### config.mk
export PLATFORM = sky130hd
export DESIGN_NAME = lph_dp
export DESIGN_NICKNAME = d
export VERILOG_FILES = /design/src/sv/lph_pkg.sv /design/src/sv/lph_dp.sv
export SDC_FILE = /design/constraint.sdc
export NUM_CORES = 1
export LEC_CHECK = 0
export ABC_CLOCK_PERIOD_IN_PS = 3350
export BUFFER_PORTS_ARGS = -buffer_cell sky130_fd_sc_hd__buf_2
export CORE_ASPECT_RATIO = 0.6
export CORE_UTILIZATION = 57
export CTS_CLUSTER_SIZE = 25
export DETAILED_ROUTE_END_ITERATION = 6
export MAX_ROUTING_LAYER = met4
export PLACE_DENSITY_LB_ADDON = 0.2
export SLEW_MARGIN = 20
export SYNTH_ARGS = -nofsm -noshare
export SYNTH_HDL_FRONTEND = slang
export SYNTH_SLANG_ARGS = --single-unit
### constraint.sdc
create_clock -name clk_i -period 3.35 [get_ports clk_i]
set_clock_uncertainty 0.1 [all_clocks]
set_input_delay 0.1675 -clock clk_i [delete_from_list [all_inputs] [get_ports clk_i]]
set_output_delay 0.1675 -clock clk_i [all_outputs]
set_load 0.01 [all_outputs]
### src/sv/lph_pkg.sv
package lph_pkg;

  localparam int CFG_W      = 11;
  localparam int OP_W       = 2;
  localparam int STATUS_W   = 3;
  localparam int MARK_W     = 2;
  localparam int SIZE_RESET = 10;

  typedef enum logic [OP_W-1:0] {
    OP_INSERT = 2'd0,
    OP_SEARCH = 2'd1,
    OP_DELETE = 2'd2
  } op_e;

  typedef enum logic [STATUS_W-1:0] {
    ST_INSERTED = 3'd0,
    ST_FOUND    = 3'd1,
    ST_DELETED  = 3'd2,
    ST_MISSING  = 3'd3,
    ST_FULL     = 3'd4
  } status_e;

  typedef enum logic [MARK_W-1:0] {
    MARK_EMPTY = 2'd0,
    MARK_USED  = 2'd1,
    MARK_GONE  = 2'd2
  } mark_e;

  typedef enum logic [2:0] {
    S_CLEAR,
    S_IDLE,
    S_DIV,
    S_RD,
    S_CHK,
    S_DONE
  } state_e;

  typedef struct packed {
    logic clear;
    logic load;
    logic div_step;
    logic advance;
    logic resolve;
    logic emit;
  } cmd_t;

  typedef struct packed {
    logic clear_last;
    logic div_last;
    logic probe_done;
    logic out_free;
  } sts_t;

endpackage

### src/sv/lph_dp.sv
module lph_dp #(
  parameter int CAPACITY = 1024,
  parameter int KEY_BITS = 31,
  parameter int SW       = $clog2(CAPACITY),
  parameter int CW       = $clog2(CAPACITY + 1)
) (
  input  logic                         clk_i,
  input  logic                         rst_ni,
  input  lph_pkg::cmd_t                cmd_i,
  output lph_pkg::sts_t                sts_o,
  input  logic                         cfg_valid_i,
  input  logic [lph_pkg::CFG_W-1:0]    cfg_data_i,
  input  logic [lph_pkg::OP_W-1:0]     op_i,
  input  logic [KEY_BITS-1:0]          key_i,
  output logic                         ram_we_o,
  output logic [SW-1:0]                ram_addr_o,
  output logic [KEY_BITS+lph_pkg::MARK_W-1:0] ram_wdata_o,
  input  logic [KEY_BITS+lph_pkg::MARK_W-1:0] ram_rdata_i,
  input  logic                         m_ready_i,
  output logic                         m_valid_o,
  output logic [lph_pkg::STATUS_W-1:0] m_status_o,
  output logic [SW-1:0]                m_slot_o,
  output logic [CW-1:0]                m_count_o
);

  localparam int DCW      = $clog2(KEY_BITS);
  localparam int CMPW     = (lph_pkg::CFG_W > CW) ? lph_pkg::CFG_W : CW;
  localparam int RST_SIZE = (CAPACITY < lph_pkg::SIZE_RESET) ? CAPACITY
                                                             : lph_pkg::SIZE_RESET;

  logic [CW-1:0]                size_q, count_q;
  logic [SW-1:0]                clr_addr_q;
  logic [lph_pkg::OP_W-1:0]     op_q;
  logic [KEY_BITS-1:0]          key_q, kshift_q;
  logic [CW-1:0]                rem_q, n_q;
  logic [DCW-1:0]               dcnt_q;
  logic [SW-1:0]                pos_q;
  logic [lph_pkg::STATUS_W-1:0] res_status_q, m_status_q;
  logic [SW-1:0]                res_slot_q, m_slot_q;
  logic [CW-1:0]                m_count_q;
  logic                         m_valid_q;

  logic [CMPW-1:0]              cfg_ext;
  logic [CW-1:0]                size_new;
  logic [CW:0]                  rem_sh, rem_sub, size_ext;
  logic [CW-1:0]                rem_nx;
  lph_pkg::mark_e               rd_mark;
  logic [KEY_BITS-1:0]          rd_key;
  logic                         hit, last_probe, lookup_op;
  logic [lph_pkg::STATUS_W-1:0] res_status_d;
  logic [SW-1:0]                res_slot_d;
  logic                         wr_en;
  lph_pkg::mark_e               wr_mark;
  logic [CW-1:0]                count_d;

  // table size: zero reads as one, oversize saturates
  always_comb begin
    cfg_ext = CMPW'(cfg_data_i);
    if (cfg_ext == '0) begin
      size_new = CW'(1);
    end else if (cfg_ext > CMPW'(CAPACITY)) begin
      size_new = CW'(CAPACITY);
    end else begin
      size_new = CW'(cfg_ext);
    end
  end

  // restoring remainder, one key bit per step
  always_comb begin
    size_ext = {1'b0, size_q};
    rem_sh   = {rem_q, kshift_q[KEY_BITS-1]};
    rem_sub  = rem_sh - size_ext;
    rem_nx   = (rem_sh >= size_ext) ? CW'(rem_sub) : CW'(rem_sh);
  end

  always_comb begin
    rd_mark    = lph_pkg::mark_e'(ram_rdata_i[KEY_BITS +: lph_pkg::MARK_W]);
    rd_key     = ram_rdata_i[KEY_BITS-1:0];
    last_probe = (n_q == size_q - CW'(1));
    lookup_op  = (op_q == lph_pkg::OP_SEARCH) || (op_q == lph_pkg::OP_DELETE);
    case (op_q) inside
      lph_pkg::OP_INSERT: hit = (rd_mark != lph_pkg::MARK_USED);
      lph_pkg::OP_SEARCH,
      lph_pkg::OP_DELETE: hit = (rd_mark == lph_pkg::MARK_USED) && (rd_key == key_q);
      default:            hit = 1'b0;
    endcase
  end

  always_comb begin
    res_status_d = lph_pkg::ST_MISSING;
    res_slot_d   = '0;
    wr_en        = 1'b0;
    wr_mark      = lph_pkg::MARK_USED;
    count_d      = count_q;
    case (op_q)
      lph_pkg::OP_INSERT: begin
        if (hit) begin
          res_status_d = lph_pkg::ST_INSERTED;
          res_slot_d   = pos_q;
          wr_en        = 1'b1;
          count_d      = count_q + CW'(1);
        end else begin
          res_status_d = lph_pkg::ST_FULL;
        end
      end
      lph_pkg::OP_SEARCH: begin
        if (hit) begin
          res_status_d = lph_pkg::ST_FOUND;
          res_slot_d   = pos_q;
        end
      end
      lph_pkg::OP_DELETE: begin
        if (hit) begin
          res_status_d = lph_pkg::ST_DELETED;
          res_slot_d   = pos_q;
          wr_en        = 1'b1;
          wr_mark      = lph_pkg::MARK_GONE;
          if (count_q != '0) count_d = count_q - CW'(1);
        end
      end
      default: ;
    endcase
  end

  always_comb begin
    ram_we_o = cmd_i.clear || (cmd_i.resolve && wr_en);
    if (cmd_i.clear) begin
      ram_addr_o  = clr_addr_q;
      ram_wdata_o = {lph_pkg::MARK_EMPTY, KEY_BITS'(0)};
    end else begin
      ram_addr_o  = pos_q;
      ram_wdata_o = (wr_mark == lph_pkg::MARK_GONE) ? {wr_mark, rd_key} : {wr_mark, key_q};
    end
  end

  always_ff @(posedge clk_i or negedge rst_ni) begin
    if (!rst_ni) begin
      size_q     <= CW'(RST_SIZE);
      count_q    <= '0;
      clr_addr_q <= '0;
      m_valid_q  <= 1'b0;
    end else begin
      if (cfg_valid_i) size_q <= size_new;
      if (cmd_i.clear) clr_addr_q <= clr_addr_q + SW'(1);
      if (cmd_i.resolve) count_q <= count_d;
      if (cmd_i.emit) begin
        m_valid_q <= 1'b1;
      end else if (m_ready_i) begin
        m_valid_q <= 1'b0;
      end
    end
  end

  always_ff @(posedge clk_i) begin
    if (cmd_i.load) begin
      op_q     <= op_i;
      key_q    <= key_i;
      kshift_q <= key_i;
      rem_q    <= '0;
      dcnt_q   <= DCW'(KEY_BITS - 1);
      n_q      <= '0;
    end
    if (cmd_i.div_step) begin
      rem_q    <= rem_nx;
      kshift_q <= kshift_q << 1;
      dcnt_q   <= dcnt_q - DCW'(1);
      if (dcnt_q == '0) pos_q <= SW'(rem_nx);
    end
    if (cmd_i.advance) begin
      pos_q <= (CW'(pos_q) + CW'(1) == size_q) ? '0 : pos_q + SW'(1);
      n_q   <= n_q + CW'(1);
    end
    if (cmd_i.resolve) begin
      res_status_q <= res_status_d;
      res_slot_q   <= res_slot_d;
    end
    if (cmd_i.emit) begin
      m_status_q <= res_status_q;
      m_slot_q   <= res_slot_q;
      m_count_q  <= count_q;
    end
  end

  always_comb begin
    sts_o.clear_last = (clr_addr_q == SW'(CAPACITY - 1));
    sts_o.div_last   = (dcnt_q == '0);
    sts_o.probe_done = hit || last_probe || !(lookup_op || op_q == lph_pkg::OP_INSERT) ||
                       (lookup_op && rd_mark == lph_pkg::MARK_EMPTY);
    sts_o.out_free   = !m_valid_q || m_ready_i;
  end

  assign m_valid_o  = m_valid_q;
  assign m_status_o = m_status_q;
  assign m_slot_o   = m_slot_q;
  assign m_count_o  = m_count_q;

endmodule

==> impl_results.md <==
- I/O pins: 160
- Family with the most delay on the worst path: simple AND/OR/NAND/NOR gates
- Fin crit period: 3180 ps
- Placeable Area: 16,200 um2
- Max-cap viol count: 0
- DIE WIDTH: ~170 um
- Total CTS buffers: 17
- Dominant synthesized flop cell: edfxtp_1
- Slew @ Worst Pin: 832 ps
- Post-synth EDFFs: 137
- Die extent in y: around 100 um
- Async set-reset flop share out of synthesis: 0.193
- Pin count of the biggest net entering global routing: 65
- Status: finished clean
- Endpoints failing hold: 0
- Power share of the clock group: 0.255
- Detailed Routing Iterations Pass 1: 5
- R2R Setup Slk: 240 ps
- Rows: 36
- Antenna-violating nets left: 0
- Crit path buffers/inverters: 2
- Mapped Area: 9450 um2
- Crit-path cells: xnor2_1, nand4_1, nor4_4, a41oi_4, buf_6, or3b_2, a21oi_1, buf_2
- Post-DP HPWL: 17,200 um
- Final #Nets: 1,151
- Drt wl/cell: 19.1 um
- P_leak: 4.62 nW
- Via count: ~7,500
- Maximum clock rate: 315 MHz
- Net Sw Frac: 0.345
- CTS Sinks: 171
- Sequential power share: 0.419
- Peak VDD IR: about 440 uV
- P_int: 4.92 mW
- CTS max path bufs: 2
- Endpoint type of the worst setup path: primary output
- PwrDens: about 650 nW/um2
- Setup_tns: 0 ps
- H-Tree Depth: 4
- Critical path's largest stage delay: approximately 470 ps
- CP max stage cell: or3b_2
- Total wire length: 24,100 um
- CTS tree: done
- Clock Latency Late Sink: 420 ps
- DRC: 0
- WHS: roughly 39 ps
- CP startpoint kind: register
- Worst EP required: just over 3000 ps
- Initial DRC Count: a little over 800
- Initial antenna violation count: 1
- Final slew viol count: 0
- Layout cells sized above 1: 0.253
- Port Buf Inserts: 159
- Post-Place Cell Area: 10,500 um2
- Area of the die: ~17,000 um2
- Sequential area share after synthesis: 0.525
- Root Driver: clkbuf_16
- Max-slew headroom: 0.446
- Vias in the first global route: 6,693
- Placer Congestion: slightly below 1
- Syn_nets: about 960
- WP data arrival: 2910 ps
- Share of total power in combinational logic: 0.326
- Starting Density: 0.583
- Final Util: 0.710
- Vias/cell: between 5 and 6
- RSZ-0062 raised after global routing: false
- Global-route wire length before repair: 37,000 um
- Synth unique cells: 63
- Switch Pwr: approximately 2.6 mW
- Crit Path Class: register to primary output
- GRT Overall Usage: 0.297
- Congestion Overflow GR: 0
- Cells after Synth: between 800 and 900
- Fill cells: 1,208
- Final instance area: around 12,000 um2
- FF+latch count, synth: 171
- Crit share post-route: 0.948
- Tot Pwr: 7.51 mW
- Avg Inst Size Synth: 11.3 um2
- Syn. warnings: 0
- Worst-path fanout max: 34
- Worst-path clk slew: 80 ps
- Synthesis-to-finish area growth: 21.9%
- HP Class: input port to register
- Finish-stage setup viols: 0
## registers in the layout, summed over array words and instances (netlist names), 5 cells and up
register	count
m_slot_o	10
key_q	31
dcnt_q	5
m_count_o	11
kshift_q	31
res_slot_q	10
size_q	11
pos_q	10
rem_q	11
clr_addr_q	10
n_q	11
count_q	11
## power groups by stage
stage | Sequential (mW) | Clock, mW | Combinational, mW
floorplan | 3.04 | 0 | 1.70
global placement | 3.16 | 0 | 2.31
detailed placement | 3.17 | 0 | 2.34
CTS | 3.13 | 1.94 | 2.40
global route | 3.19 | 2.03 | 2.69
finish | 3.14 | 1.92 | 2.45
## placed cells by master (no fill, tap or decap), types with 19 or more instances in the layout
cell type | synthesis | layout
buf_2 | 1 | 159
edfxtp_1 | 137 | 137
xnor2_1 | 73 | 73
o21ai_0 | 61 | 61
nor2_1 | 46 | 46
dlygate4sd3_1 | 0 | 45
a21oi_1 | 42 | 42
nand2_1 | 37 | 37
or3b_2 | 31 | 31
dfrtp_1 | 31 | 31
inv_1 | 29 | 29
a22o_1 | 29 | 29
ha_1 | 29 | 29
nand3_1 | 25 | 25
nand4_1 | 19 | 19
mux2_2 | 19 | 19
## layout make-up
cell class	instances	area (um2)	area share
Inverter	30	113	0.00978
Clock buffer	19	433	0.0376
Tap cell	209	262	0.0227
Sequential cell	171	4960	0.431
Multi-Input combinational cell	595	4250	0.369
Clock inverter	13	131	0.0114
Antenna cell	2	5.00	0.000435
Timing Repair Buffer	218	1360	0.118
## path summary, 6_finish.rpt
path | start | endpoint | cells after the start
worst min register to register | res_slot_q[2] | m_slot_o[2] | 0
worst max register to register | size_q[0] | pos_q[9] | 8
worst max-delay path | key_q[12] | ram_wdata_o[18] | 8
max in group asynchronous | rst_ni | count_q[10] | 2
worst min-delay path | cmd_i[4] | key_q[22] | 1
min in group asynchronous | rst_ni | clr_addr_q[4] | 2
## synth_stat cells (3+ instances only)
cell type	n	share of area
a21oi_1	42	0.022
nor3_1	17	0.0090
inv_1	29	0.012
o31a_1	3	0.0028
mux2i_1	12	0.013
or4_1	4	0.0032
nor3b_1	4	0.0032
a21o_1	3	0.0024
nor4_1	6	0.0040
mux2_2	19	0.023
nand3_1	25	0.013
edfxtp_1	137	0.44
a31oi_1	3	0.0020
and2_1	18	0.012
xor2_1	18	0.017
nand2_1	37	0.015
nand4_1	19	0.013
nor2_1	46	0.018
a22o_1	29	0.027
or3b_2	31	0.029
nor2b_1	8	0.0053
nand2b_1	10	0.0066
buf_1	3	0.0012
a2111oi_0	4	0.0037
o22ai_1	10	0.0066
o21a_1	6	0.0048
xnor2_1	73	0.068
clkbuf_1	38	0.015
ha_1	29	0.038
o21ai_0	61	0.032
dfrtp_1	31	0.082
a211oi_1	6	0.0048
and3_1	12	0.0079
nand3b_1	4	0.0032
## what timing repair did
action                                  in CTS  in global routing
resized for setup                            3                  3
hold buffers                                45                  0
hold endpoints to repair                   105                  0
buffers inserted                             0                  1
pin swaps                                    1                  2
endpoints found under the setup margin      28                 31
## per-layer routing
metal / vias to the layer above / global-route usage / share of wire
met3: 11 / 0.0649 / 0.095
met4: 0 / 0.0587 / 0.0058
met2: 344 / 0.393 / 0.41
li1: 3519 / - / -
met1: 3611 / 0.459 / 0.49
met5: - / - / 0
## stage by stage
stage               setup WS, ps  std cells
global placement             437       1177
floorplan                    385        838
CTS                         15.0       1254
global route                5.96       1256
finish                       173       1257
detailed placement           327       1177
## cell families after synthesis
logic type,share of synthesized area
compound gates,0.130
xor+xnor,0.0843
fa+ha+maj,0.0437
buf+inv,0.0287
mux,0.0353
flops,0.525
simple gates,0.153
(Power assumes the default switching activity.)
