$ cat src/sv/lph_pkg.sv
package lph_pkg;

  localparam int CFG_W      = 11;
  localparam int OP_W       = 2;
  localparam int STATUS_W   = 3;
  localparam int MARK_W     = 2;
  localparam int SIZE_RESET = 10;

  typedef enum logic [OP_W-1:0] {
    OP_INSERT = 2'd0,
    OP_SEARCH = 2'd1,
    OP_DELETE = 2'd2
  } op_e;

  typedef enum logic [STATUS_W-1:0] {
    ST_INSERTED = 3'd0,
    ST_FOUND    = 3'd1,
    ST_DELETED  = 3'd2,
    ST_MISSING  = 3'd3,
    ST_FULL     = 3'd4
  } status_e;

  typedef enum logic [MARK_W-1:0] {
    MARK_EMPTY = 2'd0,
    MARK_USED  = 2'd1,
    MARK_GONE  = 2'd2
  } mark_e;

  typedef enum logic [2:0] {
    S_CLEAR,
    S_IDLE,
    S_DIV,
    S_RD,
    S_CHK,
    S_DONE
  } state_e;

  typedef struct packed {
    logic clear;
    logic load;
    logic div_step;
    logic advance;
    logic resolve;
    logic emit;
  } cmd_t;

  typedef struct packed {
    logic clear_last;
    logic div_last;
    logic probe_done;
    logic out_free;
  } sts_t;

endpackage

$ cat src/sv/lph_ctrl.sv
module lph_ctrl (
  input  logic          clk_i,
  input  logic          rst_ni,
  input  logic          s_valid_i,
  output logic          s_ready_o,
  input  lph_pkg::sts_t sts_i,
  output lph_pkg::cmd_t cmd_o
);

  lph_pkg::state_e state_q, state_d;

  always_ff @(posedge clk_i or negedge rst_ni) begin
    if (!rst_ni) begin
      state_q <= lph_pkg::S_CLEAR;
    end else begin
      state_q <= state_d;
    end
  end

  always_comb begin
    state_d = state_q;
    unique case (state_q)
      lph_pkg::S_CLEAR: begin
        if (sts_i.clear_last) state_d = lph_pkg::S_IDLE;
      end
      lph_pkg::S_IDLE: begin
        if (s_valid_i) state_d = lph_pkg::S_DIV;
      end
      lph_pkg::S_DIV: begin
        if (sts_i.div_last) state_d = lph_pkg::S_RD;
      end
      lph_pkg::S_RD: begin
        state_d = lph_pkg::S_CHK;
      end
      lph_pkg::S_CHK: begin
        state_d = sts_i.probe_done ? lph_pkg::S_DONE : lph_pkg::S_RD;
      end
      lph_pkg::S_DONE: begin
        if (sts_i.out_free) state_d = lph_pkg::S_IDLE;
      end
      default: state_d = lph_pkg::S_CLEAR;
    endcase
  end

  always_comb begin
    cmd_o     = '0;
    s_ready_o = 1'b0;
    unique case (state_q)
      lph_pkg::S_CLEAR: cmd_o.clear = 1'b1;
      lph_pkg::S_IDLE: begin
        s_ready_o  = 1'b1;
        cmd_o.load = s_valid_i;
      end
      lph_pkg::S_DIV: cmd_o.div_step = 1'b1;
      lph_pkg::S_RD: ;
      lph_pkg::S_CHK: begin
        cmd_o.resolve = sts_i.probe_done;
        cmd_o.advance = !sts_i.probe_done;
      end
      lph_pkg::S_DONE: cmd_o.emit = sts_i.out_free;
      default: ;
    endcase
  end

endmodule

$ cat config.mk
export PLATFORM = sky130hd
export DESIGN_NAME = lph_ctrl
export DESIGN_NICKNAME = d
export VERILOG_FILES = /design/src/sv/lph_pkg.sv /design/src/sv/lph_ctrl.sv
export SDC_FILE = /design/constraint.sdc
export NUM_CORES = 1
export LEC_CHECK = 0
export BUFFER_PORTS_ARGS = -buffer_cell sky130_fd_sc_hd__buf_4
export CAP_MARGIN = 20
export CORE_AREA = 2 2 39 41
export DETAILED_ROUTE_END_ITERATION = 16
export DIE_AREA = 0 0 41 43
export GPL_TIMING_DRIVEN = 0
export PLACE_DENSITY = 0.47
export SLEW_MARGIN = 20
export SYNTH_ARGS = -nofsm -noshare
export SYNTH_HDL_FRONTEND = slang
export SYNTH_SLANG_ARGS = --single-unit
$ cat constraint.sdc
create_clock -name clk_i -period 1.3 [get_ports clk_i]
set_input_delay 0.195 -clock clk_i [delete_from_list [all_inputs] [get_ports clk_i]]
set_output_delay 0.195 -clock clk_i [all_outputs]
set_load 0.05 [all_outputs]
==> out/qor.csv, run 1 <==
stage,metric,value,unit
global_route,grt_usage,0.0846,
clock_network,clock_latency,0.23,ns
synth,avgSynthCellArea,8.45,µm²
power,p_leak,0.224,nW
detailed_routing,drc_errors,0,
power,power.density,2810,mW/mm²
clock_network,clockBufferDepth,2,
final_layout,final_core_util,0.352,
synth,synth_nets,31,
synth,synth_edf_count,0,
final_layout,multi_input_area,158,µm²
sta,relSlewSlack,0.857,
final_layout,final_layout_size_suffix_gt1_frac,0.667,
detailed_routing,wl_per_cell,8.80,µm
setup_path,crit_slowest_cell,dfrtp_1,
final_layout,diodes,0,
global_route,antenna_found_initial,0,
synth,synthArstFlopShare,1.00,
global_route,grt-ovfl-total,0,
detailed_routing,drt-total-wl,563,µm
detailed_routing,vias,247,
final_layout,syn_to_final_growth,140,%
die,core,0.00138,mm²
placed_design,dpl.hpwl,389,µm
final_layout,num-fill-cells,155,
min_path,min_path_cells,2,
final_layout,reg.largest.list,state_q x3,
power,p_sw_frac,0.462,
global_route,grt_pass1_vias,268,
setup_path,reg2reg_depth,6,
die,die_h,43,µm
synth,synth.area.top_cells,"dfrtp_1 (37%), a21oi_1 (7.4%), nor3b_1 (7.4%)",
die,rows,14,
global_route,use_met2,0.109,
global_route,grt_use_met3,0.0314,
sta,min_period,1.42,ns
setup_path,criticalPathCategory,register to output pin,
power,pwr-share-comb,0.718,
die,die_area,0.00176,mm²
setup_path,crit_family,simple AND/OR/NAND/NOR gates,
setup_path,r2r_setup_slack,0.07,ns
synth,ys.flop_type,dfrtp_1,
status,violations,negative setup slack,
setup_path,path_cells,buf_6 -> nor3b_4 -> and2_4 -> buf_8,
sta,rsz0062_at_grt,true,
detailed_routing,ant_nets,0,
sta,tightest_slew,0.212,ns
final_layout,top_register,state_q,
min_path,min_to,state_q[1]$_DFFE_PN0P_,
sta,setup_tns,-0.566,ns
global_route,grt_pass1_wl,966,µm
global_route,use_met1,0.101,
clock_network,tritoncts,yes,
die,io-pin-count,14,
synth,yosysUniqueCellTypes,17,
power,clkPwrFrac,0.116,
final_layout,largest_register_ffs,3,
synth,ys_ff_latch,3,
setup_path,cp.required,1.11,ns
setup_path,r2r-start,state_q[2]$_DFFE_PN0P_,
placed_design,gp_congestion,0.649,
sta,finalCritPeriodShare,1.09,
status,status,"complete, but fails checks",
global_route,grt_max_degree,9,
power,power.internal,736,µW
die,die_x,41,µm
final_layout,nNetsFinal,56,
placed_design,portBuffers,13,
synth,seq_area_frac_synth,0.370,
clock_network,clkSinkCount,3,
sta,hold_viol,0,
sta,setup_viol,7,
synth,synth_cells,24,
detailed_routing,initialDrtViolationCount,0,
job,cap_violations,0,
clock_network,cts_buffers,3,
synth,syn_area,203,µm²
clock_network,cts-htree-levels,1,
detailed_routing,routed_via_density,3.86,
min_path,min_path_type,primary input to register,
setup_path,path_depth,4,
power,peakVddDrop,649,µV
power,power_frac_seq,0.166,
detailed_routing,drtPass1Iterations,1,
final_layout,seqCellArea,77.6,µm²
clock_network,cts-root-buf,clkbuf_4,
sta,fin_worst_skew,0.00637,ns
setup_path,worst-path-max-fanout,4,
setup_path,cp_data_arrival_time,1.23,ns
sta,fin_ws,-0.122,ns
synth,yosysWarnings,0,
setup_path,cp-end-kind,output pin,
synth,netlist_top_cells_count,"a21oi_1 (3), dfrtp_1 (3), nor2_1 (2), nor3b_1 (2), o21ai_0 (2)",
synth,yosys.area.top_type,dfrtp_1,
synth,synth_top_area_frac,0.370,
global_route,grt_busiest_layer,met2,
sta,clock.fmax,0.703,GHz
clock_network,clk_pin_slew_worst_paths,0.03,ns
setup_path,worstSetupStartpointType,register,
min_path,hold_path_startpoint,sts_i[1],
setup_path,max_stage_delay,0.36,ns
sta,drv_slew,0,
power,netSwitchingPower,632,µW
setup_path,path_buf_inv,2,
die,start_util,0.146,
setup_path,worstReg2RegEnd,state_q[0]$_DFFE_PN0P_,
-- layout make-up --
type                    count  area share
repair buffers             20       0.391
inverters                   1     0.00771
well taps                  16      0.0411
clock buffers               4      0.0540
plain buffers               1      0.0231
multi-input cells          19       0.324
flip-flops and latches      3       0.159
-- logic make-up (layout without fill, tap and decap cells) --
group | after synthesis | after routing | synth area share
flops | 3 | 3 | 0.370
simple gates | 13 | 13 | 0.438
compound gates | 6 | 6 | 0.148
buf+inv | 2 | 26 | 0.0432
-- metal layers --
| layer | vias to the layer above | share of wire |
|---|---|---|
| met5 | - | 0 |
| met4 | 0 | 0 |
| met3 | 0 | 0.094 |
| met2 | 8 | 0.50 |
| met1 | 105 | 0.40 |
| li1 | 134 | - |
-- through the flow --
step	cells	hold slack (ns)	worst slack [ns]	instance area (µm²)	power, mW
after floorplan	24	-0.101	-0.274	235	0.765
after global placement	53	-0.0133	0.0125	353	0.954
after detailed placement	53	-0.0160	0.0150	353	0.950
after CTS	62	0.185	-0.140	455	1.28
after global routing	64	0.208	-0.188	487	1.46
final	64	0.196	-0.122	487	1.37
-- power by group through the flow --
stage | registers, mW | clock network (mW) | logic (mW)
3_5_place_dp | 0.218 | 0 | 0.733
6_report | 0.227 | 0.159 | 0.982
5_1_grt | 0.237 | 0.171 | 1.05
3_3_place_gp | 0.219 | 0 | 0.735
2_1_floorplan | 0.200 | 0 | 0.564
4_1_cts | 0.221 | 0.170 | 0.892
-- worst max path at each step --
| stage | from | slack [ns] | endpoint |
|---|---|---|---|
| after floorplan | state_q[2]$_DFFE_PN0P_ | -0.27 | cmd_o[4] |
| after global placement | state_q[0]$_DFFE_PN0P_ | 0.01 | cmd_o[4] |
| after detailed placement | state_q[0]$_DFFE_PN0P_ | 0.02 | cmd_o[4] |
| after CTS | state_q[2]$_DFFE_PN0P_ | -0.14 | cmd_o[4] |
| after global routing | state_q[2]$_DFFE_PN0P_ | -0.19 | cmd_o[4] |
| final | state_q[2]$_DFFE_PN0P_ | -0.12 | cmd_o[4] |
-- timing repair --
action | 4_1_cts | 5_1_grt
gates cloned | 0 | 0
setup buffers | 4 | 2
gates resized for setup | 11 | 4
hold buffers | 1 | 0
endpoints found under the hold margin | 3 | 0
pin swaps | 2 | 3
endpoints found under the setup margin | 7 | 7
-- worst reg2reg max path: stages (launching register included) --
cell      delay [ns]
dfrtp_1         0.36
buf_6           0.13
buf_4           0.14
buf_4           0.13
nor4bb_1        0.24
a21oi_1         0.06
o21ai_0         0.08
-- layout by cell type, fill, tap and decap left out, types with 2 or more instances in the layout --
cell and n:
clkbuf_4 3, buf_4 12, a21oi_1 3, buf_6 5, nor2_4 2, buf_8 3, dfrtp_2 2, o21ai_0 2
Note: power is estimated with default switching activity, not from simulation.
==> run 2: changes to the inputs <==
--- a/config.mk
+++ b/config.mk
@@ -10,7 +10,9 @@
 export CORE_AREA = 2 2 39 41
 export DETAILED_ROUTE_END_ITERATION = 16
 export DIE_AREA = 0 0 41 43
+export GPL_ROUTABILITY_DRIVEN = 0
 export GPL_TIMING_DRIVEN = 0
+export MAX_ROUTING_LAYER = met4
 export PLACE_DENSITY = 0.47
 export SLEW_MARGIN = 20
 export SYNTH_ARGS = -nofsm -noshare
==> run 2 against run 1 <==
The flow still finishes with violations (negative setup slack). Critical path depth did not move. Clock power barely moved. Critical endpoint unchanged. Clock skew did not move. Final cell count did not move. Largest cell class unchanged. Via count did not move. Sequential share of layout area did not move. First-iteration DRC count did not move. Combinational power barely moved. Non-clock buffer count did not move.
==> out/qor.csv, run 2 (synthesis results as in run 1) <==
stage,metric,value,unit,change
setup_path,worstReg2RegEnd,state_q[0]$_DFFE_PN0P_,,
die,core,0.00138,mm²,unchanged
global_route,grt-ovfl-total,0,,unchanged
global_route,grt_max_degree,9,,unchanged
setup_path,cp-end-kind,output pin,,
placed_design,dpl.hpwl,389,µm,unchanged
sta,hold_viol,0,,unchanged
sta,drv_slew,0,,unchanged
die,die_x,41,µm,unchanged
power,p_sw_frac,0.462,,about the same
final_layout,num-fill-cells,155,,unchanged
clock_network,clkSinkCount,3,,unchanged
detailed_routing,ant_nets,0,,unchanged
detailed_routing,drt-total-wl,564,µm,+0.18%
clock_network,clockBufferDepth,2,,unchanged
detailed_routing,routed_via_density,3.86,,unchanged
detailed_routing,initialDrtViolationCount,0,,unchanged
placed_design,placed_cells,53,,unchanged
clock_network,cts-root-buf,clkbuf_4,,
setup_path,cp.required,1.11,ns,about the same
detailed_routing,drtPass1Iterations,1,,unchanged
global_route,grt_usage,0.0867,,+0.00210
power,p_leak,0.224,nW,unchanged
power,power_frac_seq,0.166,,about the same
setup_path,r2r_setup_slack,0.07,ns,about the same
power,peakVddDrop,649,µV,unchanged
die,rows,14,,unchanged
power,clkPwrFrac,0.116,,about the same
final_layout,fin_cells,64,,unchanged
die,io-pin-count,14,,unchanged
setup_path,worst-path-max-fanout,4,,unchanged
sta,tightest_slew,0.212,ns,unchanged
power,pwr-share-comb,0.718,,about the same
final_layout,syn_to_final_growth,140,%,unchanged
die,die_h,43,µm,unchanged
clock_network,cts_buffers,3,,unchanged
clock_network,clk_pin_slew_worst_paths,0.03,ns,about the same
min_path,min_to,state_q[1]$_DFFE_PN0P_,,
sta,relSlewSlack,0.857,,unchanged
status,status,"complete, but fails checks",,
detailed_routing,drc_errors,0,,unchanged
setup_path,criticalPathCategory,register to output pin,,
power,netSwitchingPower,632,µW,about the same
sta,setup_tns,-0.566,ns,-0.0000240 ns
sta,fin_worst_skew,0.00637,ns,unchanged
global_route,antenna_found_initial,0,,unchanged
status,violations,negative setup slack,,
global_route,grt_pass1_wl,959,µm,-0.72%
sta,fin_hold_ws,0.196,ns,-0.00000400 ns
clock_network,tritoncts,yes,,
setup_path,worstSetupStartpointType,register,,
die,start_util,0.146,,unchanged
detailed_routing,vias,247,,unchanged
sta,rsz0062_at_grt,true,,
detailed_routing,wl_per_cell,8.81,µm,+0.18%
sta,fin_ws,-0.122,ns,-0.00000300 ns
min_path,min_path_type,primary input to register,,
power,power.internal,736,µW,about the same
setup_path,r2r-start,state_q[2]$_DFFE_PN0P_,,
final_layout,layout_commonest_cell,buf_4,,
sta,setup_viol,7,,unchanged
placed_design,portBuffers,13,,unchanged
sta,finalCritPeriodShare,1.09,,about the same
setup_path,reg2reg_depth,6,,unchanged
job,cap_violations,0,,unchanged
sta,clock.fmax,0.703,GHz,about the same
final_layout,reg.largest.list,state_q x3,,
setup_path,cp_data_arrival_time,1.23,ns,about the same
final_layout,diodes,0,,unchanged
final_layout,largest_register_ffs,3,,unchanged
die,die_area,0.00176,mm²,unchanged
final_layout,nNetsFinal,56,,unchanged
global_route,grt_pass1_vias,269,,+0.37%
clock_network,cts-htree-levels,1,,unchanged
sta,min_period,1.42,ns,+0.00000300 ns
min_path,hold_path_startpoint,sts_i[1],,
final_layout,final_layout_size_suffix_gt1_frac,0.667,,unchanged
power,power.density,2810,mW/mm²,about the same
min_path,min_path_cells,2,,unchanged
clock_network,clock_latency,0.23,ns,about the same
final_layout,top_register,state_q,,
final_layout,final_cell_mix,"buf_4 (12), buf_6 (5), a21oi_1 (3), clkbuf_4 (3), buf_8 (3)",,
-- run 2: cell counts in the layout (fill, tap and decap cells not counted) --
No cell type changed its count.
-- run 2: power groups by stage --
stage	Combinational [mW]	Sequential, mW	Clock (mW)
floorplan	0.564	0.200	0
global placement	0.735	0.219	0
detailed placement	0.733	0.218	0
CTS	0.892	0.221	0.170
global route	1.05	0.237	0.171
finish	0.982	0.227	0.159
-- run 2: critical path: stages (launching register included) --
cell and delay, ns:
dfrtp_1 0.36, buf_6 0.13, nor3b_4 0.21, and2_4 0.17
buf_8 0.13
-- run 2: worst max-delay path by stage --
stage	slack, ns	startpoint	end
after detailed placement	0.02	state_q[0]$_DFFE_PN0P_	cmd_o[4]
after CTS	-0.14	state_q[2]$_DFFE_PN0P_	cmd_o[4]
after global routing	-0.19	state_q[2]$_DFFE_PN0P_	cmd_o[4]
after global placement	0.01	state_q[0]$_DFFE_PN0P_	cmd_o[4]
after floorplan	-0.27	state_q[2]$_DFFE_PN0P_	cmd_o[4]
final	-0.12	state_q[2]$_DFFE_PN0P_	cmd_o[4]
-- run 2: routing by layer --
layer	part of all wire	global-route usage	vias up
met3	0.096	0.0314	0
met2	0.50	0.109	8
met1	0.40	0.101	105
met4	0	0.0800	0
li1	-	-	134
met5	0	-	-
-- run 2: final cells by class --
cell class / count / area (µm²) / share of cell area
Timing Repair Buffer: 20 / 190 / 0.391
Multi-Input combinational cell: 19 / 158 / 0.324
Sequential cell: 3 / 77.6 / 0.159
Clock buffer: 4 / 26.3 / 0.0540
Tap cell: 16 / 20.0 / 0.0411
Buffer: 1 / 11.3 / 0.0231
Inverter: 1 / 3.75 / 0.00771
-- run 2: repair_timing --
action	4_1_cts	5_1_grt
hold buffers	1	0
resized for setup	11	4
setup buffers	4	2
endpoints found under the setup margin	7	7
hold endpoints to repair	3	0
pin swaps	2	3
-- run 2: metrics by stage --
stage | utilization | power (mW) | setup WS (ns) | cell area (µm²)
6_report | 0.352 | 1.37 | -0.122 | 487
5_1_grt | 0.352 | 1.46 | -0.188 | 487
3_5_place_dp | 0.255 | 0.950 | 0.0150 | 353
2_1_floorplan | - | 0.765 | -0.274 | 235
4_1_cts | 0.329 | 1.28 | -0.140 | 455
3_3_place_gp | 0.255 | 0.954 | 0.0125 | 353
==> run 3: changes to the inputs <==
--- a/config.mk
+++ b/config.mk
@@ -14,6 +14,7 @@
 export GPL_TIMING_DRIVEN = 0
 export MAX_ROUTING_LAYER = met4
 export PLACE_DENSITY = 0.47
+export SETUP_SLACK_MARGIN = 0.5
 export SLEW_MARGIN = 20
 export SYNTH_ARGS = -nofsm -noshare
 export SYNTH_HDL_FRONTEND = slang
==> run 3 against run 2 <==
The run still ends with negative setup slack left. Clock power up 6%. Setup slack worse by 0.031 ns. Count of clock-buffer cells in the layout unchanged. Largest cell class unchanged. Maximum frequency down 2.1%. Critical endpoint unchanged. First-iteration DRC count up 1. Register-to-register slack better by 0.05 ns. Power up 19%.
==> out/qor.csv, run 3 (synthesis results as in run 1) <==
stage,metric,value,unit,change
status,status,"complete, but fails checks",,
status,violations,negative setup slack,,
final_layout,nNetsFinal,61,,+8.9%
setup_path,cp-end-kind,output pin,,
detailed_routing,vias,279,,+13%
detailed_routing,drt-total-wl,697,µm,+24%
clock_network,clkSinkCount,3,,unchanged
setup_path,worstSetupStartpointType,register,,
setup_path,max_stage_delay,0.47,ns,+0.11 ns
sta,fin_hold_ws,0.171,ns,-0.0253 ns
die,start_util,0.146,,unchanged
final_layout,layout_commonest_cell,buf_4,,
clock_network,cts-htree-levels,1,,unchanged
detailed_routing,initialDrtViolationCount,1,,+1
die,core,0.00138,mm²,unchanged
placed_design,dp_slack,-0.0227,ns,-0.0377 ns
sta,rsz0062_at_grt,true,,
power,clkPwrFrac,0.104,,-0.012
job,cap_violations,0,,unchanged
sta,fin_ws,-0.154,ns,-0.0310 ns
clock_network,clock_latency,0.24,ns,about the same
clock_network,clk_pin_slew_worst_paths,0.04,ns,about the same
sta,fin_worst_skew,0.00385,ns,-0.00252 ns
min_path,min_to,state_q[1]$_DFFE_PN0P_,,
detailed_routing,ant_nets,0,,unchanged
power,power.density,2850,mW/mm²,+1.3%
global_route,grt_pass1_wl,1100,µm,+15%
min_path,hold_path_startpoint,sts_i[1],,
final_layout,final_layout_size_suffix_gt1_frac,0.792,,+0.126
setup_path,r2r_setup_slack,0.12,ns,+0.05 ns
power,power_frac_seq,0.139,,-0.027
power,p_leak,0.262,nW,+17%
die,io-pin-count,14,,unchanged
power,netSwitchingPower,738,µW,+17%
global_route,antenna_found_initial,0,,unchanged
global_route,grt-ovfl-total,0,,unchanged
die,rows,14,,unchanged
setup_path,criticalPathCategory,register to output pin,,
setup_path,cp_data_arrival_time,1.26,ns,+0.03 ns
clock_network,clockBufferDepth,2,,unchanged
setup_path,worst-path-max-fanout,7,,+3
power,p_sw_frac,0.453,,-0.00922
sta,drv_slew,0,,unchanged
final_layout,multi_input_area,194,µm²,+23%
final_layout,num-fill-cells,128,,-17%
die,die_h,43,µm,unchanged
global_route,grt_max_degree,8,,-1
final_layout,reg.largest.list,state_q x3,,
sta,relSlewSlack,0.856,,-0.00124
setup_path,path_cells,nor3b_4 -> and2_4 -> buf_8,,
detailed_routing,drtPass1Iterations,4,,+3
sta,setup_viol,7,,unchanged
placed_design,place_area,358,µm²,+1.4%
final_layout,syn_to_final_growth,182,%,
clock_network,cts-root-buf,clkbuf_4,,
final_layout,final_area,572,µm²,+17%
global_route,grt_pass1_vias,273,,+1.5%
setup_path,worstReg2RegEnd,state_q[0]$_DFFE_PN0P_,,
sta,min_period,1.45,ns,+0.0310 ns
power,power.internal,891,µW,+21%
detailed_routing,drc_errors,0,,unchanged
sta,clock.fmax,0.688,GHz,-2.1%
placed_design,portBuffers,13,,unchanged
clock_network,tritoncts,yes,,
detailed_routing,routed_via_density,4.04,,+4.8%
final_layout,seqCellArea,77.6,µm²,unchanged
detailed_routing,wl_per_cell,10.1,µm,+15%
final_layout,diodes,0,,unchanged
placed_design,dpl.hpwl,419,µm,+7.8%
min_path,min_path_cells,2,,unchanged
setup_path,cp.required,1.11,ns,about the same
power,pwr-share-comb,0.757,,+0.039
setup_path,r2r-start,state_q[2]$_DFFE_PN0P_,,
final_layout,final_cell_mix,"buf_4 (13), buf_6 (10), o21ai_1 (3), clkbuf_4 (3)",,
setup_path,crit_slowest_cell,dfrtp_2,,
final_layout,top_register,state_q,,
final_layout,largest_register_ffs,3,,unchanged
clock_network,cts_buffers,3,,unchanged
sta,tightest_slew,0.216,ns,+0.00442 ns
sta,finalCritPeriodShare,1.12,,+0.0239
sta,hold_viol,0,,unchanged
die,die_x,41,µm,unchanged
min_path,min_path_type,primary input to register,,
power,peakVddDrop,647,µV,-0.25%
global_route,grt_usage,0.103,,+0.0164
setup_path,reg2reg_depth,6,,unchanged
die,die_area,0.00176,mm²,unchanged
-- run 3: cell count changes in the layout (fill, tap and decap cells not counted), sizes merged --
| cell | previous run | this run |
|---|---|---|
| buf | 20 | 25 |
-- run 3: power by group through the flow --
stage          Combinational (mW)  Clock, mW  Sequential (mW)
6_report                     1.23      0.169            0.227
3_3_place_gp                0.743          0            0.230
4_1_cts                      1.06      0.180            0.226
2_1_floorplan               0.571          0            0.205
3_5_place_dp                0.743          0            0.229
5_1_grt                      1.30      0.182            0.239
-- run 3: routing by layer --
metal / routed length (µm) / track usage
met2: 370 / 0.122
met3: 25 / 0.0314
met4: 22 / 0.120
met5: 0 / -
met1: 279 / 0.120
-- run 3: area by class of cell --
cell class / count / area share
repair buffers: 25 / 0.418
plain buffers: 1 / 0.0197
well taps: 16 / 0.0350
flip-flops and latches: 3 / 0.136
clock buffers: 4 / 0.0460
multi-input cells: 19 / 0.339
inverters: 1 / 0.00656
-- run 3: worst max path at each step --
stage                                 startpoint       end  slack, ns  depth (start not counted)
after CTS                 state_q[1]$_DFFE_PN0P_  cmd_o[4]      -0.16                          3
after floorplan           state_q[2]$_DFFE_PN0P_  cmd_o[4]      -0.27                          3
after detailed placement  state_q[0]$_DFFE_PN0P_  cmd_o[4]      -0.02                          3
after global routing      state_q[1]$_DFFE_PN0P_  cmd_o[4]      -0.22                          3
final                     state_q[1]$_DFFE_PN0P_  cmd_o[4]      -0.15                          3
after global placement    state_q[0]$_DFFE_PN0P_  cmd_o[4]      -0.03                          3
-- run 3: stage by stage --
step           instances  power [mW]  utilization  TNS (ns)
2_1_floorplan         24       0.776            -    -0.575
3_3_place_gp          53       0.973        0.259   -0.0268
3_5_place_dp          53       0.972        0.259   -0.0227
4_1_cts               66        1.46        0.368    -0.793
5_1_grt               69        1.72        0.413     -1.10
6_report              69        1.63        0.413    -0.709
-- run 3: repair_timing --
action | CTS | global route
hold buffers | 1 | 0
resized for setup | 16 | 9
cloned | 0 | 0
pin swaps | 5 | 6
endpoints found under the hold margin | 3 | 0
setup buffers | 8 | 3
endpoints found under the setup margin | 10 | 10
-- run 3: critical path: cells and delay by family (launching register included) --
| kind | cells | cell delay [ns] |
|---|---|---|
| DFF | 1 | 0.47 |
| buffers and inverters | 1 | 0.13 |
| and+or+nand+nor | 2 | 0.41 |
